## src/banded_bisulfite_edit_distance_unit_macros.svh

```systemverilog
// Assertion macros for the banded bisulfite edit distance unit.
// Included by the top level; no other dependencies.
`ifndef BANDED_BISULFITE_EDIT_DISTANCE_UNIT_MACROS_SVH
`define BANDED_BISULFITE_EDIT_DISTANCE_UNIT_MACROS_SVH

// Same-cycle implication, checked outside reset.
`define BBED_ASSERT_IMPL(lbl, clk, rst_n, ante, cons) \
  lbl: assert property (@(posedge clk) disable iff (!rst_n) (ante) |-> (cons)) \
    else $error("bbed assertion failed");

// Next-cycle implication, checked outside reset.
`define BBED_ASSERT_NEXT(lbl, clk, rst_n, ante, cons) \
  lbl: assert property (@(posedge clk) disable iff (!rst_n) (ante) |=> (cons)) \
    else $error("bbed assertion failed");

`endif

```

## src/bbed_pkg.sv

```systemverilog
// Shared types and constants for the banded bisulfite edit distance unit.
// No dependencies; used by the controller, the datapath and the top level.
package bbed_pkg;

  localparam int WORD_BITS_DEF = 64;
  localparam int MAX_TEXT_DEF  = 4096;

  localparam int K_W      = 5;   // error limit width
  localparam int CNT_W    = 7;   // running error count and preload index
  localparam int SCAN_W   = 6;   // final scan position, up to 2k
  localparam int ERR_W    = 9;   // signed running count during the final scan
  localparam int SITE_W   = 13;  // reported end site
  localparam int ADDR_W   = 3;
  localparam int DATA_W   = 32;

  localparam logic [K_W-1:0]   K_RESET   = 5'd3;
  localparam logic [CNT_W-1:0] LOAD_MAX  = 7'd127;

  // Register word index on the configuration port.
  localparam logic REG_ERROR_LIMIT = 1'b0;

  // Base codes.
  localparam logic [2:0] BASE_A = 3'd0;
  localparam logic [2:0] BASE_C = 3'd1;
  localparam logic [2:0] BASE_G = 3'd2;
  localparam logic [2:0] BASE_T = 3'd3;

  typedef enum logic [1:0] {
    STATUS_HIT    = 2'd0,
    STATUS_REJECT = 2'd1,
    STATUS_NONE   = 2'd2
  } status_e;

  typedef enum logic {
    ST_IDLE = 1'b0,
    ST_SCAN = 1'b1
  } ctrl_state_e;

  // Commands from the controller to the datapath.
  typedef struct packed {
    logic step;    // an input transaction is taken this cycle
    logic scan;    // advance the final band scan by one position
    logic finish;  // load the scan outcome into the result register
  } dp_cmd_t;

  // Status from the datapath to the controller.
  typedef struct packed {
    logic reject;      // the offered item pushes the count past 3k
    logic start_scan;  // the offered item is a final text base that is processed
    logic scan_done;   // all 2k band positions have been scanned
  } dp_stat_t;

endpackage

```

## src/banded_bisulfite_edit_distance_unit.sv

```systemverilog
// Top level of the banded bisulfite edit distance unit: configuration
// register, controller and datapath. Depends on bbed_pkg, bbed_ctrl, bbed_dp.
//
//   Channel   Direction  Handshake              Payload
//   input     in         in_valid_i/in_stall_o  mode, first, pattern_base, text_base, last
//   output    out        out_valid_o/out_stall_i status, end_site, best_errors
//   config    in         psel/penable/pwrite    paddr, pwdata -> prdata (error_limit)
//
// Preload items and ordinary align items are taken back to back.
// A final text base holds the input stalled while the band scan walks its
// 2k positions one per cycle and then loads the result.
// Reset is asynchronous and active low; it returns the error limit to 3 and
// clears all job state at once, with no clearing pass.
// A result waiting under out_stall_i holds off input transactions until taken.
module banded_bisulfite_edit_distance_unit
  import bbed_pkg::*;
#(
  parameter int WORD_BITS = WORD_BITS_DEF,
  parameter int MAX_TEXT  = MAX_TEXT_DEF
) (
  input  logic              clk_i,
  input  logic              rst_ni,
  // Input channel.
  input  logic              in_valid_i,
  output logic              in_stall_o,
  input  logic              mode_i,
  input  logic              first_i,
  input  logic [2:0]        pattern_base_i,
  input  logic [2:0]        text_base_i,
  input  logic              last_i,
  // Output channel.
  output logic              out_valid_o,
  input  logic              out_stall_i,
  output logic [1:0]        status_o,
  output logic [SITE_W-1:0] end_site_o,
  output logic [K_W-1:0]    best_errors_o,
  // Configuration port.
  input  logic              psel,
  input  logic              penable,
  input  logic              pwrite,
  input  logic [ADDR_W-1:0] paddr,
  input  logic [DATA_W-1:0] pwdata,
  output logic [DATA_W-1:0] prdata,
  output logic              pready
);

  logic [K_W-1:0] error_limit_q, error_limit_d;
  logic           cfg_write;
  dp_cmd_t        cmd;
  dp_stat_t       stat;

  // The single register lives in word zero; a write elsewhere is dropped.
  assign cfg_write = psel && penable && pwrite && (paddr[2] == REG_ERROR_LIMIT);

  always_comb begin
    error_limit_d = error_limit_q;
    if (cfg_write) begin
      error_limit_d = pwdata[K_W-1:0];
    end
  end

  always_ff @(posedge clk_i or negedge rst_ni) begin
    if (!rst_ni) begin
      error_limit_q <= K_RESET;
    end else begin
      error_limit_q <= error_limit_d;
    end
  end

  assign prdata = (paddr[2] == REG_ERROR_LIMIT) ? DATA_W'(error_limit_q) : '0;
  assign pready = 1'b1;

  // The controller sequences each transaction and the band scan that follows
  // the final text base; it owns the output valid flag.
  bbed_ctrl u_ctrl (
    .clk_i       (clk_i),
    .rst_ni      (rst_ni),
    .in_valid_i  (in_valid_i),
    .in_stall_o  (in_stall_o),
    .out_valid_o (out_valid_o),
    .out_stall_i (out_stall_i),
    .stat_i      (stat),
    .cmd_o       (cmd)
  );

  // The datapath keeps the band masks and the VP/VN vectors and steps the
  // bit-parallel recurrence once per align transaction.
  bbed_dp #(
    .WORD_BITS (WORD_BITS),
    .MAX_TEXT  (MAX_TEXT)
  ) u_dp (
    .clk_i          (clk_i),
    .rst_ni         (rst_ni),
    .k_i            (error_limit_q),
    .mode_i         (mode_i),
    .first_i        (first_i),
    .pattern_base_i (pattern_base_i),
    .text_base_i    (text_base_i),
    .last_i         (last_i),
    .cmd_i          (cmd),
    .stat_o         (stat),
    .status_o       (status_o),
    .end_site_o     (end_site_o),
    .best_errors_o  (best_errors_o)
  );

`include "banded_bisulfite_edit_distance_unit_macros.svh"

  // A blocked result must hold off new input transactions.
  `BBED_ASSERT_IMPL(a_stall_when_blocked, clk_i, rst_ni, out_valid_o && out_stall_i, in_stall_o)
  // Only a hit carries a site and an error count.
  `BBED_ASSERT_IMPL(a_miss_fields_zero, clk_i, rst_ni, out_valid_o && (status_o != STATUS_HIT), (end_site_o == '0) && (best_errors_o == '0))
  // A write to word zero lands in the error limit.
  `BBED_ASSERT_NEXT(a_limit_written, clk_i, rst_ni, cfg_write, error_limit_q == $past(pwdata[K_W-1:0]))

endmodule

```

## src/bbed_ctrl.sv

```systemverilog
// Controller state machine of the banded bisulfite edit distance unit.
// Depends on bbed_pkg; drives the datapath through dp_cmd_t.
module bbed_ctrl
  import bbed_pkg::*;
(
  input  logic     clk_i,
  input  logic     rst_ni,
  input  logic     in_valid_i,
  output logic     in_stall_o,
  output logic     out_valid_o,
  input  logic     out_stall_i,
  input  dp_stat_t stat_i,
  output dp_cmd_t  cmd_o
);

  ctrl_state_e state_q, state_d;
  logic        out_valid_q, out_valid_d;
  logic        accept;

  always_ff @(posedge clk_i or negedge rst_ni) begin
    if (!rst_ni) begin
      state_q     <= ST_IDLE;
      out_valid_q <= 1'b0;
    end else begin
      state_q     <= state_d;
      out_valid_q <= out_valid_d;
    end
  end

  always_comb begin
    state_d     = state_q;
    out_valid_d = out_valid_q;
    cmd_o       = '0;
    // Input is taken only when idle and the result register is free or emptying.
    in_stall_o  = (state_q != ST_IDLE) || (out_valid_q && out_stall_i);
    accept      = in_valid_i && !in_stall_o;
    if (out_valid_q && !out_stall_i) begin
      out_valid_d = 1'b0;
    end
    case (state_q)
      ST_IDLE: begin
        cmd_o.step = accept;
        if (accept && stat_i.reject) begin
          out_valid_d = 1'b1;
        end
        if (accept && stat_i.start_scan) begin
          state_d = ST_SCAN;
        end
      end
      ST_SCAN: begin
        if (stat_i.scan_done) begin
          cmd_o.finish = 1'b1;
          out_valid_d  = 1'b1;
          state_d      = ST_IDLE;
        end else begin
          cmd_o.scan = 1'b1;
        end
      end
      default: begin
        state_d = ST_IDLE;
      end
    endcase
  end

  assign out_valid_o = out_valid_q;

endmodule

```

## src/bbed_dp.sv

```systemverilog
// Datapath of the banded bisulfite edit distance unit: band masks, Myers
// vectors, error count, final scan and result register. Depends on bbed_pkg.
module bbed_dp
  import bbed_pkg::*;
#(
  parameter int WORD_BITS = WORD_BITS_DEF,
  parameter int MAX_TEXT  = MAX_TEXT_DEF
) (
  input  logic              clk_i,
  input  logic              rst_ni,
  input  logic [K_W-1:0]    k_i,
  input  logic              mode_i,
  input  logic              first_i,
  input  logic [2:0]        pattern_base_i,
  input  logic [2:0]        text_base_i,
  input  logic              last_i,
  input  dp_cmd_t           cmd_i,
  output dp_stat_t          stat_o,
  output logic [1:0]        status_o,
  output logic [SITE_W-1:0] end_site_o,
  output logic [K_W-1:0]    best_errors_o
);

  localparam int TIDX_W = $clog2(MAX_TEXT);
  localparam logic [TIDX_W-1:0] TIDX_MAX = TIDX_W'(MAX_TEXT - 1);

  // Select lines {t, g, c, a} for a base; a C also lands in the T mask.
  function automatic logic [3:0] base_sel(logic [2:0] b);
    logic [3:0] s;
    s = 4'b0000;
    case (b)
      BASE_A:  s = 4'b0001;
      BASE_C:  s = 4'b1010;
      BASE_G:  s = 4'b0100;
      BASE_T:  s = 4'b1000;
      default: s = 4'b0000;
    endcase
    return s;
  endfunction

  // Job state.
  logic [WORD_BITS-1:0] mask_a_q, mask_c_q, mask_g_q, mask_t_q;
  logic [WORD_BITS-1:0] mask_a_d, mask_c_d, mask_g_d, mask_t_d;
  logic [WORD_BITS-1:0] vp_q, vn_q, vp_d, vn_d;
  logic [CNT_W-1:0]     ecount_q, ecount_d, load_q, load_d;
  logic [TIDX_W-1:0]    tidx_q, tidx_d;
  logic                 rejected_q, rejected_d;

  // Values seen by the offered item after an optional clear.
  logic [WORD_BITS-1:0] ma, mc, mg, mt, vp_e, vn_e;
  logic [CNT_W-1:0]     ec_e, ld_e, ec_inc, three_k;
  logic [TIDX_W-1:0]    ti_e;
  logic                 skip;

  // Recurrence.
  logic [WORD_BITS-1:0] tmask, xv, d0, hn, hp, xh, vp_n, vn_n;
  logic [WORD_BITS-1:0] ins_load, ins_band;
  logic [5:0]           band, two_k;
  logic [3:0]           psel_bits;
  logic                 reject_now, miss;

  // Final scan.
  logic [WORD_BITS-1:0]    svp_q, svn_q;
  logic signed [ERR_W-1:0] serr_q, best_q, serr_n, k_s;
  logic [SITE_W-1:0]       site_q, best_site_q, site_n;
  logic [SCAN_W-1:0]       scnt_q;
  logic                    hit_q;

  status_e           status_q;
  logic [SITE_W-1:0] end_site_q;
  logic [K_W-1:0]    best_err_q;

  always_comb begin
    skip  = !first_i && rejected_q;
    ma    = first_i ? '0 : mask_a_q;
    mc    = first_i ? '0 : mask_c_q;
    mg    = first_i ? '0 : mask_g_q;
    mt    = first_i ? '0 : mask_t_q;
    vp_e  = first_i ? '0 : vp_q;
    vn_e  = first_i ? '0 : vn_q;
    ec_e  = first_i ? '0 : ecount_q;
    ld_e  = first_i ? '0 : load_q;
    ti_e  = first_i ? '0 : tidx_q;

    band    = {k_i, 1'b1};
    two_k   = {k_i, 1'b0};
    three_k = CNT_W'(two_k) + CNT_W'(k_i);

    case (text_base_i)
      BASE_A:  tmask = ma;
      BASE_C:  tmask = mc;
      BASE_G:  tmask = mg;
      BASE_T:  tmask = mt;
      default: tmask = '0;
    endcase

    xv   = tmask | vn_e;
    d0   = ((vp_e + (xv & vp_e)) ^ vp_e) | xv;
    hn   = vp_e & d0;
    hp   = vn_e | ~(vp_e | d0);
    xh   = d0 >> 1;
    vn_n = xh & hp;
    vp_n = hn | ~(xh | hp);

    miss       = !d0[0];
    ec_inc     = ec_e + CNT_W'(miss);
    reject_now = miss && (ec_inc > three_k);

    psel_bits = base_sel(pattern_base_i);
    ins_load  = (ld_e < CNT_W'(band)) ? (WORD_BITS'(1) << ld_e) : '0;
    ins_band  = WORD_BITS'(1) << two_k;

    // Default: hold.
    mask_a_d   = mask_a_q;
    mask_c_d   = mask_c_q;
    mask_g_d   = mask_g_q;
    mask_t_d   = mask_t_q;
    vp_d       = vp_q;
    vn_d       = vn_q;
    ecount_d   = ecount_q;
    load_d     = load_q;
    tidx_d     = tidx_q;
    rejected_d = rejected_q;

    if (cmd_i.step && !skip) begin
      mask_a_d   = ma;
      mask_c_d   = mc;
      mask_g_d   = mg;
      mask_t_d   = mt;
      vp_d       = vp_e;
      vn_d       = vn_e;
      ecount_d   = ec_e;
      load_d     = ld_e;
      tidx_d     = ti_e;
      rejected_d = 1'b0;
      if (!mode_i) begin
        mask_a_d = ma | ({WORD_BITS{psel_bits[0]}} & ins_load);
        mask_c_d = mc | ({WORD_BITS{psel_bits[1]}} & ins_load);
        mask_g_d = mg | ({WORD_BITS{psel_bits[2]}} & ins_load);
        mask_t_d = mt | ({WORD_BITS{psel_bits[3]}} & ins_load);
        load_d   = (ld_e < LOAD_MAX) ? ld_e + 1'b1 : ld_e;
      end else if (reject_now) begin
        rejected_d = 1'b1;
      end else if (last_i) begin
        // The job ends here; the scan works on its own copies.
        mask_a_d = '0;
        mask_c_d = '0;
        mask_g_d = '0;
        mask_t_d = '0;
        vp_d     = '0;
        vn_d     = '0;
        ecount_d = '0;
        load_d   = '0;
        tidx_d   = '0;
      end else begin
        vp_d     = vp_n;
        vn_d     = vn_n;
        ecount_d = ec_inc;
        mask_a_d = (ma >> 1) | ({WORD_BITS{psel_bits[0]}} & ins_band);
        mask_c_d = (mc >> 1) | ({WORD_BITS{psel_bits[1]}} & ins_band);
        mask_g_d = (mg >> 1) | ({WORD_BITS{psel_bits[2]}} & ins_band);
        mask_t_d = (mt >> 1) | ({WORD_BITS{psel_bits[3]}} & ins_band);
        tidx_d   = (ti_e != TIDX_MAX) ? ti_e + 1'b1 : ti_e;
      end
    end
  end

  always_ff @(posedge clk_i or negedge rst_ni) begin
    if (!rst_ni) begin
      mask_a_q   <= '0;
      mask_c_q   <= '0;
      mask_g_q   <= '0;
      mask_t_q   <= '0;
      vp_q       <= '0;
      vn_q       <= '0;
      ecount_q   <= '0;
      load_q     <= '0;
      tidx_q     <= '0;
      rejected_q <= 1'b0;
    end else begin
      mask_a_q   <= mask_a_d;
      mask_c_q   <= mask_c_d;
      mask_g_q   <= mask_g_d;
      mask_t_q   <= mask_t_d;
      vp_q       <= vp_d;
      vn_q       <= vn_d;
      ecount_q   <= ecount_d;
      load_q     <= load_d;
      tidx_q     <= tidx_d;
      rejected_q <= rejected_d;
    end
  end

  // One band position per cycle: the running count follows VP minus VN.
  always_comb begin
    k_s    = $signed({{(ERR_W-K_W){1'b0}}, k_i});
    serr_n = serr_q + $signed({{(ERR_W-1){1'b0}}, svp_q[0]})
                    - $signed({{(ERR_W-1){1'b0}}, svn_q[0]});
    site_n = site_q + 1'b1;
  end

  always_ff @(posedge clk_i) begin
    if (cmd_i.step && stat_o.start_scan) begin
      svp_q       <= vp_n;
      svn_q       <= vn_n;
      serr_q      <= $signed({{(ERR_W-CNT_W){1'b0}}, ec_inc});
      best_q      <= $signed({{(ERR_W-CNT_W){1'b0}}, ec_inc});
      hit_q       <= (ec_inc <= CNT_W'(k_i));
      site_q      <= SITE_W'(ti_e);
      best_site_q <= SITE_W'(ti_e);
      scnt_q      <= '0;
    end else if (cmd_i.scan) begin
      svp_q  <= svp_q >> 1;
      svn_q  <= svn_q >> 1;
      serr_q <= serr_n;
      site_q <= site_n;
      scnt_q <= scnt_q + 1'b1;
      if ((serr_n <= k_s) && (!hit_q || (serr_n < best_q))) begin
        hit_q       <= 1'b1;
        best_q      <= serr_n;
        best_site_q <= site_n;
      end
    end
  end

  // Result register.
  always_ff @(posedge clk_i) begin
    if (cmd_i.step && stat_o.reject) begin
      status_q   <= STATUS_REJECT;
      end_site_q <= '0;
      best_err_q <= '0;
    end else if (cmd_i.finish) begin
      if (hit_q) begin
        status_q   <= STATUS_HIT;
        end_site_q <= best_site_q;
        best_err_q <= best_q[ERR_W-1] ? '0 : best_q[K_W-1:0];
      end else begin
        status_q   <= STATUS_NONE;
        end_site_q <= '0;
        best_err_q <= '0;
      end
    end
  end

  assign stat_o.reject     = mode_i && !skip && reject_now;
  assign stat_o.start_scan = mode_i && !skip && !reject_now && last_i;
  assign stat_o.scan_done  = (scnt_q == two_k);

  assign status_o      = status_q;
  assign end_site_o    = end_site_q;
  assign best_errors_o = best_err_q;

endmodule
```

## config.mk

```make
export PLATFORM = sky130hd
export DESIGN_NAME = banded_bisulfite_edit_distance_unit
export DESIGN_NICKNAME = d
export VERILOG_FILES = /design/src/bbed_pkg.sv /design/src/banded_bisulfite_edit_distance_unit.sv /design/src/bbed_ctrl.sv /design/src/bbed_dp.sv
export VERILOG_INCLUDE_DIRS = /design/src /design/src/src
export SDC_FILE = /design/constraint.sdc
export NUM_CORES = 2
export LEC_CHECK = 0
export ABC_AREA = 0
export BUFFER_PORTS_ARGS = -buffer_cell sky130_fd_sc_hd__buf_2
export CORE_MARGIN = 4
export CORE_UTILIZATION = 45
export CTS_CLUSTER_DIAMETER = 60
export DETAILED_ROUTE_END_ITERATION = 8
export PLACE_DENSITY = 0.64
export RECOVER_POWER = 100
export SLEW_MARGIN = 10
export SYNTH_ARGS = -nofsm -noshare
export SYNTH_HDL_FRONTEND = slang
export SYNTH_SLANG_ARGS = --single-unit
```

## constraint.sdc

```tcl
create_clock -name clk_i -period 10.5 [get_ports clk_i]
set_clock_uncertainty 0.15 [all_clocks]
set_input_delay 3.15 -clock clk_i [delete_from_list [all_inputs] [get_ports clk_i]]
set_output_delay 3.15 -clock clk_i [all_outputs]
set_load 0.01 [all_outputs]
```

==> summary.txt <==
Run status - finished with violations
Failing checks - capacitance limit, slew limit
YS warnings - 0
Worst EP required - 10.89 ns
Source of the worst hold timing path - u_dp.end_site_o[5]
Worst relative slew slack - -168%
# Max-Cap Violations - 8
CTS tree - done
FF+latch count, synth - 616
Top cell type's share of synthesized area - 26.9%
Initial antenna violation count - 2
Mapped Cells - 4,372
Async SR Flop Fraction - 67.9%
Post-placement setup slack - 1.27 ns
Critical Path Max Stage Delay - 1.01 ns
Pin count of the biggest net entering global routing - 150
Pwr Density - 198 nW/um2
Drt wl/cell - 25.3 um
Worst skew pair latency - 0.64 ns
CP Capture Type - flip-flop
Setup TNS - 0 ns
Clk pin slew, worst setup/hold paths - 0.05 ns
Drt first-iter violations - 3,993
Total CTS buffers - 76
Die area - 90,700 um2
Final setup vio count - 0
Ports - 106
Die span in x - 301 um
Nature of the critical path startpoint - primary input
VDD IR-drop max - 0.194 mV
Netlist cell types - 136
CP arrival - 9.72 ns
Post-route setup slack - 1.17 ns
Hold Crit Class - reg -> reg
FF-to-FF Start - u_dp.mask_g_q[0]
Fin. max-slew vios - 489
Inst Count DP - 5,351
Core Region - 85,100 um2
Area leader, netlist - dfrtp_1
Nets - 4,396
Max Root-Sink Buffers - 3
Largest cells by area after synthesis - dfrtp_1 (27%), edfxtp_1 (13%), nand2_1 (6.9%)
# DRC - 0
Post-synth EDFFs - 166
Synth Cell Area - 38,700 um2
DP Wirelength - 93,800 um
Leakage power total - 16.0 nW
DR vias - 35,795
Routability Congestion - 0.963
Postcts setup bufs - 0
Final core occ - 49.5%
Starting Density - 45.4%
Post-cts resize count - 0
Share of the yosys chip area belonging to registers - 41.6%
CTS root buffer - clkbuf_16
Hold_buf cts - 0
Fin cells - 5,489
DRT antenna net count - 0
Worst setup startpoint - text_base_i[1]
RSZ-0062 raised after global routing - no
Layout cells sized above 1 - 9.03%
Period minus WS final - 9.33 ns
Sink Count - 616
Syn Area/Cell - 8.85 um2
Fmax - 0.107 GHz
Total gr overflow - 0
Final worst-path cycle share - 88.8%
CP max-delay cell - nor2_1
Critical path type - in -> reg
Die Height - 301 um
Vias per cell - 6.52
Vias in the first global route - 34,123
Final Hold Vio Count - 0
H-tree levels - 3
GRT Total Usage - 30.1%
Worst-Margin Slew - 4.01 ns
Total wire length - 139,000 um
First-pass GRT wire length - 212,000 um
PortBufs - 48
Crit path cell chain - buf_4 > or3b_1 > o22ai_1 > nor2_1 > ha_1 > ha_1 > xnor2_1 > inv_1 > ha_1 > o21a_1 > o21a_1 > o21a_1 > o21a_1 > o21a_1 > o21a_1 > or3_1 > nor2_1 > nand2_1 > clkbuf_1 > a211o_1 > o21ai_0
Drt first pass iters - 7
Main flop type after synthesis - dfrtp_1
Critical path's most frequent cell - o21a_1
Worst hold margin - 0.301 ns
Crit-path max FO - 21
Area Overhead vs Synth - 9.07%
# rows - 107
==> synth_stat cells (36+ instances only) <==
cell type    n
nand2_1    708
o21ai_0    465
dfrtp_1    416
a22oi_1    275
nor2_1     251
clkbuf_1   216
a21oi_1    183
edfxtp_1   166
o2bb2ai_1  126
nand3_1    118
inv_1      111
nor2b_1     80
a22o_1      76
mux2_2      61
ha_1        58
o22ai_1     49
nor3_1      47
a21o_1      45
o21ai_1     43
and3_1      42
buf_4       37
o21a_1      36
==> layer usage <==
metal  wire (um)  global-route usage (%)  up-vias  part of all wire (%)
met4        8420                    16.1        0                   6.1
li1            -                       -    16098                     -
met1       56700                    39.7    17586                    41
met5           0                       0        -                     0
met2       61100                    46.2     1677                    44
met3       12600                    6.59      434                   9.1
==> cell families (layout without fill, tap and decap cells) <==
family,after synthesis,count (layout),share of synthesized area [%]
adder cells (fa/ha/maj),62,62,2.04
multiplexers,109,109,3.37
XOR/XNOR,38,38,0.861
AND/OR/NAND/NOR,1485,1485,18.1
flip-flops,616,616,41.6
buffers and inverters,444,389,5.08
other,2,30,0.0194
AO/OA/AOI/OAI,1616,1616,28.9
==> power breakdown <==
group,switching (mW),internal [mW],total [mW]
clock,1.09,1.51,2.60
combinational,1.57,0.730,2.30
sequential,0.240,3.19,3.43
==> metrics by stage <==
step | total power, mW | cell area, um2
floorplan | 4.99 | 38800
global placement | 5.74 | 40000
detailed placement | 5.79 | 40000
CTS | 8.41 | 42400
global route | 8.79 | 42200
finish | 8.33 | 42200
==> final timing paths <==
path,cells after the start,to,slack [ns]
worst max-delay path,21,u_dp.vn_q[25],1.17
worst min-delay path,2,u_dp.end_site_o[5],0.30
worst max register to register,20,u_dp.vn_q[25],4.22
worst min register to register,2,u_dp.end_site_o[5],0.30
max in group asynchronous,2,u_dp.mask_t_q[20],3.41
min in group asynchronous,1,u_dp.vn_q[37],2.39
==> critical path: cells and delay by family <==
| family | cells | cell delay, ns |
|---|---|---|
| and+or+nand+nor | 5 | 2.49 |
| AOI/OAI and AO/OA | 9 | 1.96 |
| buffers and inverters | 3 | 0.95 |
| adders and majority gates | 3 | 0.82 |
| xor gates and xnor gates | 1 | 0.31 |
==> flip-flops by register name, summed over array words and instances (netlist names), 9 cells and up <==
| register | cells |
|---|---|
| u_dp.tidx_q | 12 |
| u_dp.serr_q | 9 |
| u_dp.svn_q | 63 |
| u_dp.svp_q | 64 |
| u_dp.mask_t_q | 64 |
| u_dp.site_q | 13 |
| u_dp.mask_g_q | 64 |
| u_dp.end_site_o | 13 |
| u_dp.vn_q | 64 |
| u_dp.best_site_q | 13 |
| u_dp.best_q | 9 |
| u_dp.mask_a_q | 64 |
| u_dp.vp_q | 64 |
| u_dp.mask_c_q | 64 |
==> cell usage in the layout (no fill, tap or decap), types with 36 or more instances in the layout <==
| cell type | synthesis | layout |
|---|---|---|
| dfrtp_1 | 416 | 416 |
| edfxtp_1 | 166 | 166 |
| ha_1 | 58 | 58 |
| and3_1 | 42 | 42 |
| a21o_1 | 45 | 45 |
| nor3_1 | 47 | 41 |
| a22oi_1 | 275 | 275 |
| clkbuf_1 | 216 | 75 |
| o2bb2ai_1 | 126 | 126 |
| nand3_1 | 118 | 116 |
| buf_4 | 37 | 52 |
| clkbuf_16 | 0 | 77 |
| mux2_2 | 61 | 61 |
| o21a_1 | 36 | 36 |
| nor2b_1 | 80 | 80 |
| o22ai_1 | 49 | 49 |
| nand2_1 | 708 | 708 |
| a22o_1 | 76 | 76 |
| o21ai_0 | 465 | 475 |
| nor2_1 | 251 | 242 |
| a21oi_1 | 183 | 182 |
| inv_1 | 111 | 110 |
==> layout make-up <==
class / count / area, um2
diodes: 2 / 5.00
clock buffers: 106 / 2110
clock inverters: 30 / 312
fillers: 8139 / 43000
inverters: 115 / 439
multi-input cells: 3338 / 20800
flip-flops and latches: 616 / 16100
well taps: 1144 / 1430
repair buffers: 138 / 966
Power figures use the tool's default switching activity.
